--- config.mk ---
export PLATFORM = sky130hd
export DESIGN_NAME = sorted_term_accumulator
export DESIGN_NICKNAME = d
export VERILOG_FILES = /design/src/sta_pkg.sv /design/src/sta_dp.sv /design/src/sta_ctrl.sv /design/src/sorted_term_accumulator.sv
export SDC_FILE = /design/constraint.sdc
export NUM_CORES = 2
export LEC_CHECK = 0
export BUFFER_PORTS_ARGS = -buffer_cell sky130_fd_sc_hd__buf_2
export CORE_AREA = 2 2 540 542
export DETAILED_ROUTE_END_ITERATION = 10
export DIE_AREA = 0 0 542 544
export PLACE_DENSITY = 0.62
export SLEW_MARGIN = 20
export SYNTH_ARGS = -nofsm -noshare
export SYNTH_HDL_FRONTEND = slang
export SYNTH_SLANG_ARGS = --single-unit
--- constraint.sdc ---
create_clock -name clk -period 7.7 [get_ports clk]
set_input_delay 1.54 -clock clk [delete_from_list [all_inputs] [get_ports clk]]
set_output_delay 1.54 -clock clk [all_outputs]
set_load 0.03 [all_outputs]
--- src/sta_pkg.sv ---
// Shared types and constants of the sorted term accumulator.
`timescale 1ns / 1ps

package sta_pkg;

	localparam int COEF_W        = 32;
	localparam int EXP_W         = 16;
	localparam int CNT_W         = 7;
	localparam int DEF_MAX_TERMS = 64;

	typedef struct packed {
		logic signed [COEF_W-1:0] coef;
		logic signed [EXP_W-1:0]  expo;
	} term_t;

	typedef enum logic [2:0] {
		WS_NEW_CUR,
		WS_CARRY_CUR,
		WS_CARRY_CNT,
		WS_SUM_CUR,
		WS_RDATA_PREV
	} wr_sel_t;

	typedef struct packed {
		logic    load;
		logic    rd_en;
		logic    wr_en;
		wr_sel_t wr_sel;
		logic    carry_new;
		logic    carry_rdata;
		logic    sum_load;
		logic    cnt_inc;
		logic    cnt_dec;
		logic    set_drop;
		logic    out_load;
		logic    out_term;
	} sta_cmd_t;

	typedef struct packed {
		logic op_dump;
		logic empty;
		logic full;
		logic at_end;
		logic exp_lt;
		logic exp_eq;
		logic sum_zero;
		logic out_free;
	} sta_status_t;

endpackage

--- src/sta_dp.sv ---
// Datapath of the sorted term accumulator: term memory, walk index, carry and output word.
`timescale 1ns / 1ps

module sta_dp
	import sta_pkg::*;
#(
	parameter int MAX_TERMS = DEF_MAX_TERMS
) (
	input  logic                     clk,
	input  logic                     arst_n,
	input  sta_cmd_t                 cmd,
	output sta_status_t              st,
	input  logic                     op,
	input  logic signed [COEF_W-1:0] coefficient,
	input  logic signed [EXP_W-1:0]  exponent,
	output logic signed [COEF_W-1:0] term_coefficient,
	output logic signed [EXP_W-1:0]  term_exponent,
	output logic                     term_valid,
	output logic                     last,
	output logic                     dropped,
	output logic [CNT_W-1:0]         term_count,
	output logic                     out_valid,
	input  logic                     out_stall
);

	localparam int AW = (MAX_TERMS > 1) ? $clog2(MAX_TERMS) : 1;
	localparam logic [CNT_W-1:0] FULL_CNT = CNT_W'(MAX_TERMS);

	term_t mem [MAX_TERMS];

	logic                     op_q;
	logic signed [COEF_W-1:0] coef_q;
	logic signed [EXP_W-1:0]  exp_q;
	logic [CNT_W-1:0]         idx_q;
	logic [AW-1:0]            cur_q;
	logic [CNT_W-1:0]         count_q;
	term_t                    carry_q;
	term_t                    rdata_q;
	logic signed [COEF_W-1:0] sum_q;
	logic                     dropped_q;

	logic                     out_valid_q;
	term_t                    out_term_q;
	logic                     out_tv_q;
	logic                     out_last_q;
	logic                     out_drop_q;
	logic [CNT_W-1:0]         out_cnt_q;

	logic [AW-1:0]            wa;
	term_t                    wd;
	logic signed [COEF_W:0]   sum_wide;
	logic signed [COEF_W-1:0] sum_sat;

	// Saturating add of the matched coefficient and the new one.
	assign sum_wide = {rdata_q.coef[COEF_W-1], rdata_q.coef} + {coef_q[COEF_W-1], coef_q};

	always_comb begin
		if (sum_wide[COEF_W] != sum_wide[COEF_W-1]) begin
			sum_sat = sum_wide[COEF_W] ? {1'b1, {(COEF_W-1){1'b0}}} : {1'b0, {(COEF_W-1){1'b1}}};
		end else begin
			sum_sat = sum_wide[COEF_W-1:0];
		end
	end

	always_comb begin
		unique case (cmd.wr_sel)
			WS_NEW_CUR: begin
				wa = cur_q;
				wd = {coef_q, exp_q};
			end
			WS_CARRY_CUR: begin
				wa = cur_q;
				wd = carry_q;
			end
			WS_CARRY_CNT: begin
				wa = count_q[AW-1:0];
				wd = carry_q;
			end
			WS_SUM_CUR: begin
				wa = cur_q;
				wd = {sum_q, exp_q};
			end
			WS_RDATA_PREV: begin
				wa = cur_q - AW'(1);
				wd = rdata_q;
			end
			default: begin
				wa = cur_q;
				wd = carry_q;
			end
		endcase
	end

	always_ff @(posedge clk) begin
		if (cmd.wr_en) begin
			mem[wa] <= wd;
		end
		if (cmd.rd_en) begin
			rdata_q <= mem[idx_q[AW-1:0]];
		end
	end

	always_ff @(posedge clk) begin
		if (cmd.load) begin
			op_q   <= op;
			coef_q <= coefficient;
			exp_q  <= exponent;
		end
		if (cmd.carry_new) begin
			carry_q <= {coef_q, exp_q};
		end else if (cmd.carry_rdata) begin
			carry_q <= rdata_q;
		end
		if (cmd.sum_load) begin
			sum_q <= sum_sat;
		end
		if (cmd.out_load) begin
			out_term_q <= cmd.out_term ? rdata_q : '0;
			out_tv_q   <= cmd.out_term;
			out_last_q <= cmd.out_term ? st.at_end : 1'b1;
			out_drop_q <= cmd.out_term ? 1'b0 : dropped_q;
			out_cnt_q  <= count_q;
		end
	end

	always_ff @(posedge clk or negedge arst_n) begin
		if (!arst_n) begin
			idx_q       <= '0;
			cur_q       <= '0;
			count_q     <= '0;
			dropped_q   <= 1'b0;
			out_valid_q <= 1'b0;
		end else begin
			if (cmd.load) begin
				idx_q     <= '0;
				dropped_q <= 1'b0;
			end else if (cmd.rd_en) begin
				idx_q <= idx_q + CNT_W'(1);
				cur_q <= idx_q[AW-1:0];
			end
			if (cmd.set_drop) begin
				dropped_q <= 1'b1;
			end
			if (cmd.cnt_inc) begin
				count_q <= count_q + CNT_W'(1);
			end else if (cmd.cnt_dec) begin
				count_q <= count_q - CNT_W'(1);
			end
			if (cmd.out_load) begin
				out_valid_q <= 1'b1;
			end else if (!out_stall) begin
				out_valid_q <= 1'b0;
			end
		end
	end

	always_comb begin
		st.op_dump  = op_q;
		st.empty    = (count_q == '0);
		st.full     = (count_q == FULL_CNT);
		// The word in rdata_q is the last stored term once the read index reaches the count.
		st.at_end   = (idx_q == count_q);
		st.exp_lt   = ($signed(rdata_q.expo) < $signed(exp_q));
		st.exp_eq   = (rdata_q.expo == exp_q);
		st.sum_zero = (sum_q == '0);
		st.out_free = !out_valid_q || !out_stall;
	end

	assign term_coefficient = out_term_q.coef;
	assign term_exponent    = out_term_q.expo;
	assign term_valid       = out_tv_q;
	assign last             = out_last_q;
	assign dropped          = out_drop_q;
	assign term_count       = out_cnt_q;
	assign out_valid        = out_valid_q;

`ifndef SYNTHESIS
	a_no_grow_when_full: assert property (@(posedge clk) disable iff (!arst_n)
		cmd.cnt_inc |-> count_q != FULL_CNT)
		else $error("term count grows past the table size");

	a_no_shrink_when_empty: assert property (@(posedge clk) disable iff (!arst_n)
		cmd.cnt_dec |-> count_q != '0)
		else $error("term count shrinks below zero");

	a_read_in_range: assert property (@(posedge clk) disable iff (!arst_n)
		cmd.rd_en |-> idx_q < count_q)
		else $error("read of an entry beyond the stored terms");

	a_no_overwrite_out: assert property (@(posedge clk) disable iff (!arst_n)
		cmd.out_load |-> (!out_valid_q || !out_stall))
		else $error("output word overwritten while stalled");
`endif

endmodule

--- src/sta_ctrl.sv ---
// Controller state machine of the sorted term accumulator.
`timescale 1ns / 1ps

module sta_ctrl
	import sta_pkg::*;
(
	input  logic        clk,
	input  logic        arst_n,
	input  logic        in_valid,
	output logic        in_stall,
	input  sta_status_t st,
	output sta_cmd_t    cmd
);

	typedef enum logic [3:0] {
		S_IDLE,
		S_START,
		S_ADD_CMP,
		S_ADD_SHIFT,
		S_ADD_END,
		S_ADD_SUM,
		S_DEL,
		S_RESULT,
		S_DUMP
	} state_t;

	state_t state_q;
	state_t state_d;

	always_comb begin
		cmd     = '0;
		state_d = state_q;
		unique case (state_q)
			S_IDLE: begin
				if (in_valid) begin
					cmd.load = 1'b1;
					state_d  = S_START;
				end
			end
			S_START: begin
				priority if (st.op_dump) begin
					if (st.empty) begin
						state_d = S_RESULT;
					end else begin
						cmd.rd_en = 1'b1;
						state_d   = S_DUMP;
					end
				end else if (st.empty) begin
					cmd.carry_new = 1'b1;
					state_d       = S_ADD_END;
				end else begin
					cmd.rd_en = 1'b1;
					state_d   = S_ADD_CMP;
				end
			end
			S_ADD_CMP: begin
				priority if (st.exp_eq) begin
					cmd.sum_load = 1'b1;
					state_d      = S_ADD_SUM;
				end else if (st.exp_lt) begin
					priority if (!st.at_end) begin
						cmd.rd_en = 1'b1;
					end else if (st.full) begin
						cmd.set_drop = 1'b1;
						state_d      = S_RESULT;
					end else begin
						cmd.carry_new = 1'b1;
						state_d       = S_ADD_END;
					end
				end else if (st.full) begin
					cmd.set_drop = 1'b1;
					state_d      = S_RESULT;
				end else begin
					// New term goes here; the displaced term rides along in the carry.
					cmd.wr_en       = 1'b1;
					cmd.wr_sel      = WS_NEW_CUR;
					cmd.carry_rdata = 1'b1;
					if (st.at_end) begin
						state_d = S_ADD_END;
					end else begin
						cmd.rd_en = 1'b1;
						state_d   = S_ADD_SHIFT;
					end
				end
			end
			S_ADD_SHIFT: begin
				cmd.wr_en       = 1'b1;
				cmd.wr_sel      = WS_CARRY_CUR;
				cmd.carry_rdata = 1'b1;
				if (st.at_end) begin
					state_d = S_ADD_END;
				end else begin
					cmd.rd_en = 1'b1;
				end
			end
			S_ADD_END: begin
				cmd.wr_en   = 1'b1;
				cmd.wr_sel  = WS_CARRY_CNT;
				cmd.cnt_inc = 1'b1;
				state_d     = S_RESULT;
			end
			S_ADD_SUM: begin
				priority if (!st.sum_zero) begin
					cmd.wr_en  = 1'b1;
					cmd.wr_sel = WS_SUM_CUR;
					state_d    = S_RESULT;
				end else if (st.at_end) begin
					cmd.cnt_dec = 1'b1;
					state_d     = S_RESULT;
				end else begin
					cmd.rd_en = 1'b1;
					state_d   = S_DEL;
				end
			end
			S_DEL: begin
				cmd.wr_en  = 1'b1;
				cmd.wr_sel = WS_RDATA_PREV;
				if (st.at_end) begin
					cmd.cnt_dec = 1'b1;
					state_d     = S_RESULT;
				end else begin
					cmd.rd_en = 1'b1;
				end
			end
			S_RESULT: begin
				if (st.out_free) begin
					cmd.out_load = 1'b1;
					state_d      = S_IDLE;
				end
			end
			S_DUMP: begin
				if (st.out_free) begin
					cmd.out_load = 1'b1;
					cmd.out_term = 1'b1;
					if (st.at_end) begin
						state_d = S_IDLE;
					end else begin
						cmd.rd_en = 1'b1;
					end
				end
			end
			default: begin
				state_d = S_IDLE;
			end
		endcase
	end

	always_ff @(posedge clk or negedge arst_n) begin
		if (!arst_n) begin
			state_q <= S_IDLE;
		end else begin
			state_q <= state_d;
		end
	end

	assign in_stall = (state_q != S_IDLE);

endmodule

--- src/sorted_term_accumulator.sv ---
// Top level of the sorted term accumulator: controller and datapath.
// An add word yields its status word after a walk through the term memory, which reads
// one entry per cycle on its single read port.
// A dump word yields one word per cycle while the output is not stalled.
// A new word is accepted in the cycle after the previous one's last word is registered.
// Reset empties the table at once; memory contents are not cleared and no sweep runs.
`timescale 1ns / 1ps

module sorted_term_accumulator
	import sta_pkg::*;
#(
	parameter int MAX_TERMS = DEF_MAX_TERMS
) (
	input  logic                     clk,
	input  logic                     arst_n,
	input  logic                     in_valid,
	output logic                     in_stall,
	input  logic                     op,
	input  logic signed [COEF_W-1:0] coefficient,
	input  logic signed [EXP_W-1:0]  exponent,
	output logic                     out_valid,
	input  logic                     out_stall,
	output logic signed [COEF_W-1:0] term_coefficient,
	output logic signed [EXP_W-1:0]  term_exponent,
	output logic                     term_valid,
	output logic                     last,
	output logic                     dropped,
	output logic [CNT_W-1:0]         term_count
);

	sta_cmd_t    cmd;
	sta_status_t st;

	sta_ctrl u_ctrl (
		.clk      (clk),
		.arst_n   (arst_n),
		.in_valid (in_valid),
		.in_stall (in_stall),
		.st       (st),
		.cmd      (cmd)
	);

	sta_dp #(
		.MAX_TERMS (MAX_TERMS)
	) u_dp (
		.clk              (clk),
		.arst_n           (arst_n),
		.cmd              (cmd),
		.st               (st),
		.op               (op),
		.coefficient      (coefficient),
		.exponent         (exponent),
		.term_coefficient (term_coefficient),
		.term_exponent    (term_exponent),
		.term_valid       (term_valid),
		.last             (last),
		.dropped          (dropped),
		.term_count       (term_count),
		.out_valid        (out_valid),
		.out_stall        (out_stall)
	);

endmodule

# After elaboration in Yosys (flattened, before gate mapping)
# Memories as Yosys holds them, arrays and structs flattened. A register that Yosys moved wholly into a read port is not among the register bits.
# Cells that the tools add are included.
[word_totals] elab_cells=134 mem_bits_rw=3072 reg_bits=213 output_inout_bits=60 mem_count=1
[mem_list] name="u_dp.mem" words=64 word_bits=48 rd=1 rd_clocked_by_memory_dff=1 write_ports=1 line="sta_dp.sv:29" rtl="term_t mem [MAX_TERMS];"
[op_classes] bitwise=1 order_cmp=1 addsub=5 muxes=70 n_reduce_logical=15 eq_ne=23
[op_table] cell="48-bit case mux with 3 select lines" count=1
[op_table] cell="48-bit 2-to-1 mux" count=2
[op_table] cell="32-bit 2-to-1 mux" count=2
[op_table] cell="4-bit 2-to-1 mux" count=13
[op_table] cell="4-bit case mux with 9 select lines" count=1
[op_table] cell="7-bit 2-to-1 mux" count=5
[op_table] cell="32-bit by 32-bit adder with 33-bit output" count=1
[op_table] cell="1-bit 2-to-1 mux" count=33
[op_table] cell="32-bit logical NOT" count=1
[op_table] cell="4-bit case mux with 5 select lines" count=1
[op_table] cell="16-bit == test" count=1
[op_table] cell="4-bit by 3-bit == test with 1-bit output (second input constant)" count=4
[op_table] cell="16-bit less-than comparator" count=1
[op_table] cell="7-bit by 1-bit adder with 7-bit output (second input constant)" count=2
[op_table] cell="6-bit case mux with 2 select lines" count=1
[op_table] cell="3-bit 2-to-1 mux" count=3
[op_table] cell="4-bit by 2-bit == test with 1-bit output (second input constant)" count=2
[op_table] cell="2-bit by 1-bit != test with 1-bit output (second input constant)" count=4
[op_table] cell="1-bit case mux with 2 select lines" count=4
[op_table] cell="2-bit nonzero test" count=4
[op_table] cell="7-bit == test" count=1
[op_table] cell="7-bit == test (second input constant)" count=1
[op_table] cell="7-bit logical NOT" count=1
[op_table] cell="7-bit AND reduction" count=1
[op_table] cell="20 further kinds" count=25

# Logic depth before layout (Yosys ltp)
[logic_depth] word_depth=8 mapped_depth=14 depth_no_buf=12

# By module
# Synthesis repeated with hierarchy kept, for this count alone.
[hier_totals] cells_unflattened=5522 hier_area_um2=129883.3
[by_module_without_submodules] module="sta_dp" area_each_um2=129215.2 cells_each=5430 instances=1
[by_module_without_submodules] module="sta_ctrl" area_each_um2=668.1 cells_each=92 instances=1

# Worst setup path after synthesis
# No wires, ideal clock.
[synth_timing] kind="register to register" startpoint="reg u_dp.rdata_q[15] (netlist name)" endpoint="mem u_dp.mem[44][0] in the netlist's numbering (enable)" setup_time_ns=0.513 t_arrival_ns=5.770 slack_ns=1.417 stages_incl_launch_ff=10 n_path_buf=0 cell_sequence="edfxtp_1 > ha_1 > nand4_1 > or2_2 > a2111oi_2 > or3_1 > o21ai_1 > o211ai_1 > nand3_1 > nor3_1"
[synth_via] elab_chain_cells=6 elab_cells_between_ends=10 cone_classes="order compare: 1; eq/ne: 3; mux: 6"
[synth_rtl] element="16-bit less-than comparator" line="sta_dp.sv:163" rtl="st.exp_lt = ($signed(rdata_q.expo) < $signed(exp_q));"
[synth_rtl] element="4-bit 2-to-1 mux" line="sta_ctrl.sv:60" rtl="end else if (st.exp_lt) begin"
[synth_rtl] element="7-bit 2-to-1 mux (*)" line="sta_ctrl.sv:57" rtl="priority if (st.exp_eq) begin"
[synth_rtl] element="4-bit case mux with 5 select lines (*)" line="sta_ctrl.sv:33" rtl="unique case (state_q)"
[synth_rtl] element="3-bit == test, or another cell as far along" line="sta_dp.sv:66" rtl="unique case (cmd.wr_sel)"
[synth_rtl] element="6-bit case mux with 2 select lines or 1-bit 2-to-1 mux (tied branches)" line="sta_dp.sv:66, sta_dp.sv:96"
[synth_rtl] element="end: declaration" line="sta_dp.sv:29"
# Every way passes the cells marked *; elsewhere a longest branch is shown, timed or not.

# Worst setup path in the final report
[layout_timing] startpoint="reg u_dp.rdata_q[15] (netlist name)" endpoint="mem u_dp.mem[41][1] in the netlist's numbering (enable)"
[layout_via] elab_chain_cells=6 elab_cells_between_ends=10 cone_classes="order compare: 1; eq/ne: 3; mux: 6"
[layout_rtl] element="16-bit less-than comparator" line="sta_dp.sv:163"
[layout_rtl] element="4-bit 2-to-1 mux" line="sta_ctrl.sv:60"
[layout_rtl] element="7-bit 2-to-1 mux (*)" line="sta_ctrl.sv:57"
[layout_rtl] element="4-bit case mux with 5 select lines (*)" line="sta_ctrl.sv:33"
[layout_rtl] element="3-bit == test, or another cell as far along" line="sta_dp.sv:66"
[layout_rtl] element="6-bit case mux with 2 select lines or 1-bit 2-to-1 mux (tied branches)" line="sta_dp.sv:66, sta_dp.sv:96"
# Marked as above.

==> impl_metrics.toml <==
[timing]
post-route-period-util_pct = 72.4
fin_ws_ns = 2.13
clock.fmax_mhz = 179
tns_ns = 0
setup_viol = 0
tightest_slew_ns = 1.16
skew_ns = 0.0458
period_needed_ns = 5.57
finalHoldViolations = 0
slew_violations = 0
slew_headroom_pct = 21.7
hold_slack_ns = 0.486
rsz0062_at_grt = "false"

[critical_path]
crit_slowest_cell = "nor2_4"
path_cells = "ha_1 -> nand4_1 -> or2_2 -> o221ai_1 -> or3_1 -> o21ai_1 -> o211ai_1 -> nand3_1 -> nor2_4 -> buf_4"
r2r_setup_slack_ns = 2.13
worst_r2r_endpoint = "u_dp.mem[41][1]"
path_buf_inv = 1
cp-end-kind = "register"
r2r-start = "u_dp.rdata_q[15]"
worstPathArrival_ns = 6.13
slowest_delay_ns = 1.03
crit_fanout = 25
path_class = "reg2reg"
worstSetupStartpointType = "register"
crit_required_ns = 8.25
r2r_cells = 10
crit_family = "simple AND/OR/NAND/NOR gates"

[floorplan]
row_count = 198
die_w_um = 542
start_util_pct = 44.8
coreArea_um2 = 289000
io_pins = 113
die_area_um2 = 295000
die_y_um = 544

[finish]
syn_to_final_growth_pct = 13.9
drive_above_1_share_pct = 32.5
seq_area_um2 = 100000
layout_common_cells = "edfxtp_1, mux4_2, clkbuf_16"
nFillCells = 22300
design_area_um2 = 148000
nNetsFinal = 5999
final_common_cell = "edfxtp_1"
multi_input_area_um2 = 29400

[synthesis]
synth_edf_count = 3307
ys.flop_type = "edfxtp_1"
ys_warn_count = 0
syn_area_um2 = 130000
syn_inst = 5523
ys_async_sr_fraction_pct = 0.780
postSynthAreaPerCell_um2 = 23.5
synth-seq-cells = 3333
syn-num-nets = 5636
yosysSeqAreaShare_pct = 77.1
synth.distinct_cells = 69

[clock_network]
cts_buffers = 346
path_clk_slew_ns = 0.06
cts_root_buffer = "clkbuf_16"
cts.path.max_buffers = 4
cts_tree = "done"
postCtsSetupRepairBufs = 0
cts.sinks = 3333
cts_resized = 0
hold_buffers = 0
htreeDepth = 5
worst_skew_pair.late_latency_ns = 0.93

[global_routing]
grt_pass1_wl_um = 498000
grt_pass1_vias = 61600
grt_start_max_net_pins = 143
overflow = 0
antenna_found_initial = 42
grt_use_total_pct = 24.1

[drt]
wl_per_cell_um = 35.8
drt-total-wl_um = 357000
ant_nets = 0
drtIter0Drc = 8871
firstDrtPassIters = 5
vias = 62800
routed_via_density = 6.30
drc = 0

[power_and_ir_drop]
seqPwrFrac_pct = 41.1
total_power_uw = 68800
p_int_uw = 44200
p_comb_share_pct = 35.0
power_switching_share_pct = 35.8
powerDensity_nw_per_um2 = 466
clkPwrFrac_pct = 23.9
p_leak_uw = 0.0460
power.switching_uw = 24600
ir_drop_mv = 0.439

[min_path]
hold_path_depth = 1
min_path_type = "reg2reg"
holdCritStartpoint = "u_dp.dropped_q"
whs_endpoint = "u_dp.dropped_q"

[placed_design]
pre_cts_slack_ns = 1.99
place_congestion = 0.859
hpwl_um = 221000
placed_area_um2 = 137000
port_buffers = 112

[run_status]
outcome = "finished clean"

[flow_run]
drv_cap = 0
state kept, by name, indices dropped and copies added, names as in the netlist:
register and count:
u_ctrl.state_q 4, u_dp.carry_q 48, u_dp.coef_q 32, u_dp.count_q 7, u_dp.cur_q 6, u_dp.dropped 1, u_dp.dropped_q 1, u_dp.exp_q 16
u_dp.idx_q 7, u_dp.last 1, u_dp.mem 3072, u_dp.op_q 1, u_dp.out_valid 1, u_dp.rdata_q 48, u_dp.sum_q 32, u_dp.term_coefficient 32
u_dp.term_count 7, u_dp.term_exponent 16, u_dp.term_valid 1
per-stage QoR:
step	cells	util [%]
final	9968	51.1
after global routing	9961	51.1
after detailed placement	9337	47.2
after global placement	9325	47.1
after floorplan	5523	-
after CTS	9958	51.1
cells by family after synthesis:
group	share of synthesized area, %
AOI/OAI and AO/OA	1.41
xor gates and xnor gates	0.263
adders and majority gates	0.637
buffers and inverters	0.993
DFF	77.1
muxes	18.0
and+or+nand+nor	1.59
worst max-delay path by stage:
stage                                start              end  slack, ns  cells past startpoint
final                     u_dp.rdata_q[15]  u_dp.mem[41][1]       2.13                     10
after global routing      u_dp.rdata_q[15]  u_dp.mem[41][1]       1.87                     10
after CTS                 u_dp.rdata_q[15]  u_dp.mem[45][3]       2.06                     10
after detailed placement  u_dp.rdata_q[15]  u_dp.mem[45][7]       1.99                     10
after global placement    u_dp.rdata_q[15]  u_dp.mem[45][5]       2.08                     10
after floorplan           u_dp.rdata_q[15]  u_dp.mem[44][0]       1.42                      9
Yosys cell counts, types with 6 or more instances:
| library cell | n | share of area (%) |
|---|---|---|
| nor4_1 | 12 | 0.058 |
| nor3_1 | 28 | 0.11 |
| o21ai_2 | 6 | 0.041 |
| o21ai_0 | 30 | 0.12 |
| edfxtp_1 | 3307 | 77 |
| a221oi_1 | 10 | 0.068 |
| xor2_1 | 14 | 0.095 |
| o31ai_1 | 6 | 0.035 |
| nand2b_1 | 7 | 0.034 |
| nor2b_1 | 14 | 0.068 |
| nor2_1 | 121 | 0.35 |
| mux2_2 | 57 | 0.49 |
| or3_1 | 8 | 0.039 |
| and2_1 | 6 | 0.029 |
| o21a_1 | 8 | 0.046 |
| dfrtp_1 | 26 | 0.50 |
| a221o_1 | 15 | 0.12 |
| xnor2_1 | 25 | 0.17 |
| a21oi_1 | 74 | 0.29 |
| inv_1 | 46 | 0.13 |
| nand3_1 | 73 | 0.28 |
| nand2_1 | 78 | 0.23 |
| buf_2 | 12 | 0.046 |
| a21o_1 | 25 | 0.14 |
| and3_1 | 54 | 0.26 |
| a31oi_1 | 10 | 0.048 |
| maj3_1 | 6 | 0.046 |
| a22oi_1 | 26 | 0.15 |
| mux4_2 | 1008 | 18 |
| buf_1 | 83 | 0.24 |
| ha_1 | 58 | 0.56 |
| nand4_1 | 11 | 0.053 |
| clkbuf_1 | 187 | 0.54 |
layer usage:
metal,up-vias,GRT usage [%],wire (um)
li1,24500,-,-
met1,34200,35.0,142000
met2,3454,37.7,170000
met3,516,4.09,33100
met4,16,7.51,12100
met5,-,0,123
power by group through the flow:
stage / clock network (uW) / logic, uW / registers [uW]
after floorplan: 0 / 13200 / 28400
after global placement: 0 / 23800 / 28500
after detailed placement: 0 / 24200 / 28600
after CTS: 16700 / 24200 / 28200
after global routing: 17400 / 25100 / 28400
final: 16500 / 24100 / 28300
final cells by class:
cell class	instances	area share [%]
sequential	3333	67.7
multi-input combinational	1858	19.9
clock buffer	410	6.09
tap	3800	3.22
timing repair buffer	301	1.61
clock inverter	211	1.43
inverter	46	0.119
antenna	9	0.0152
Power figures use the tool's default switching activity.
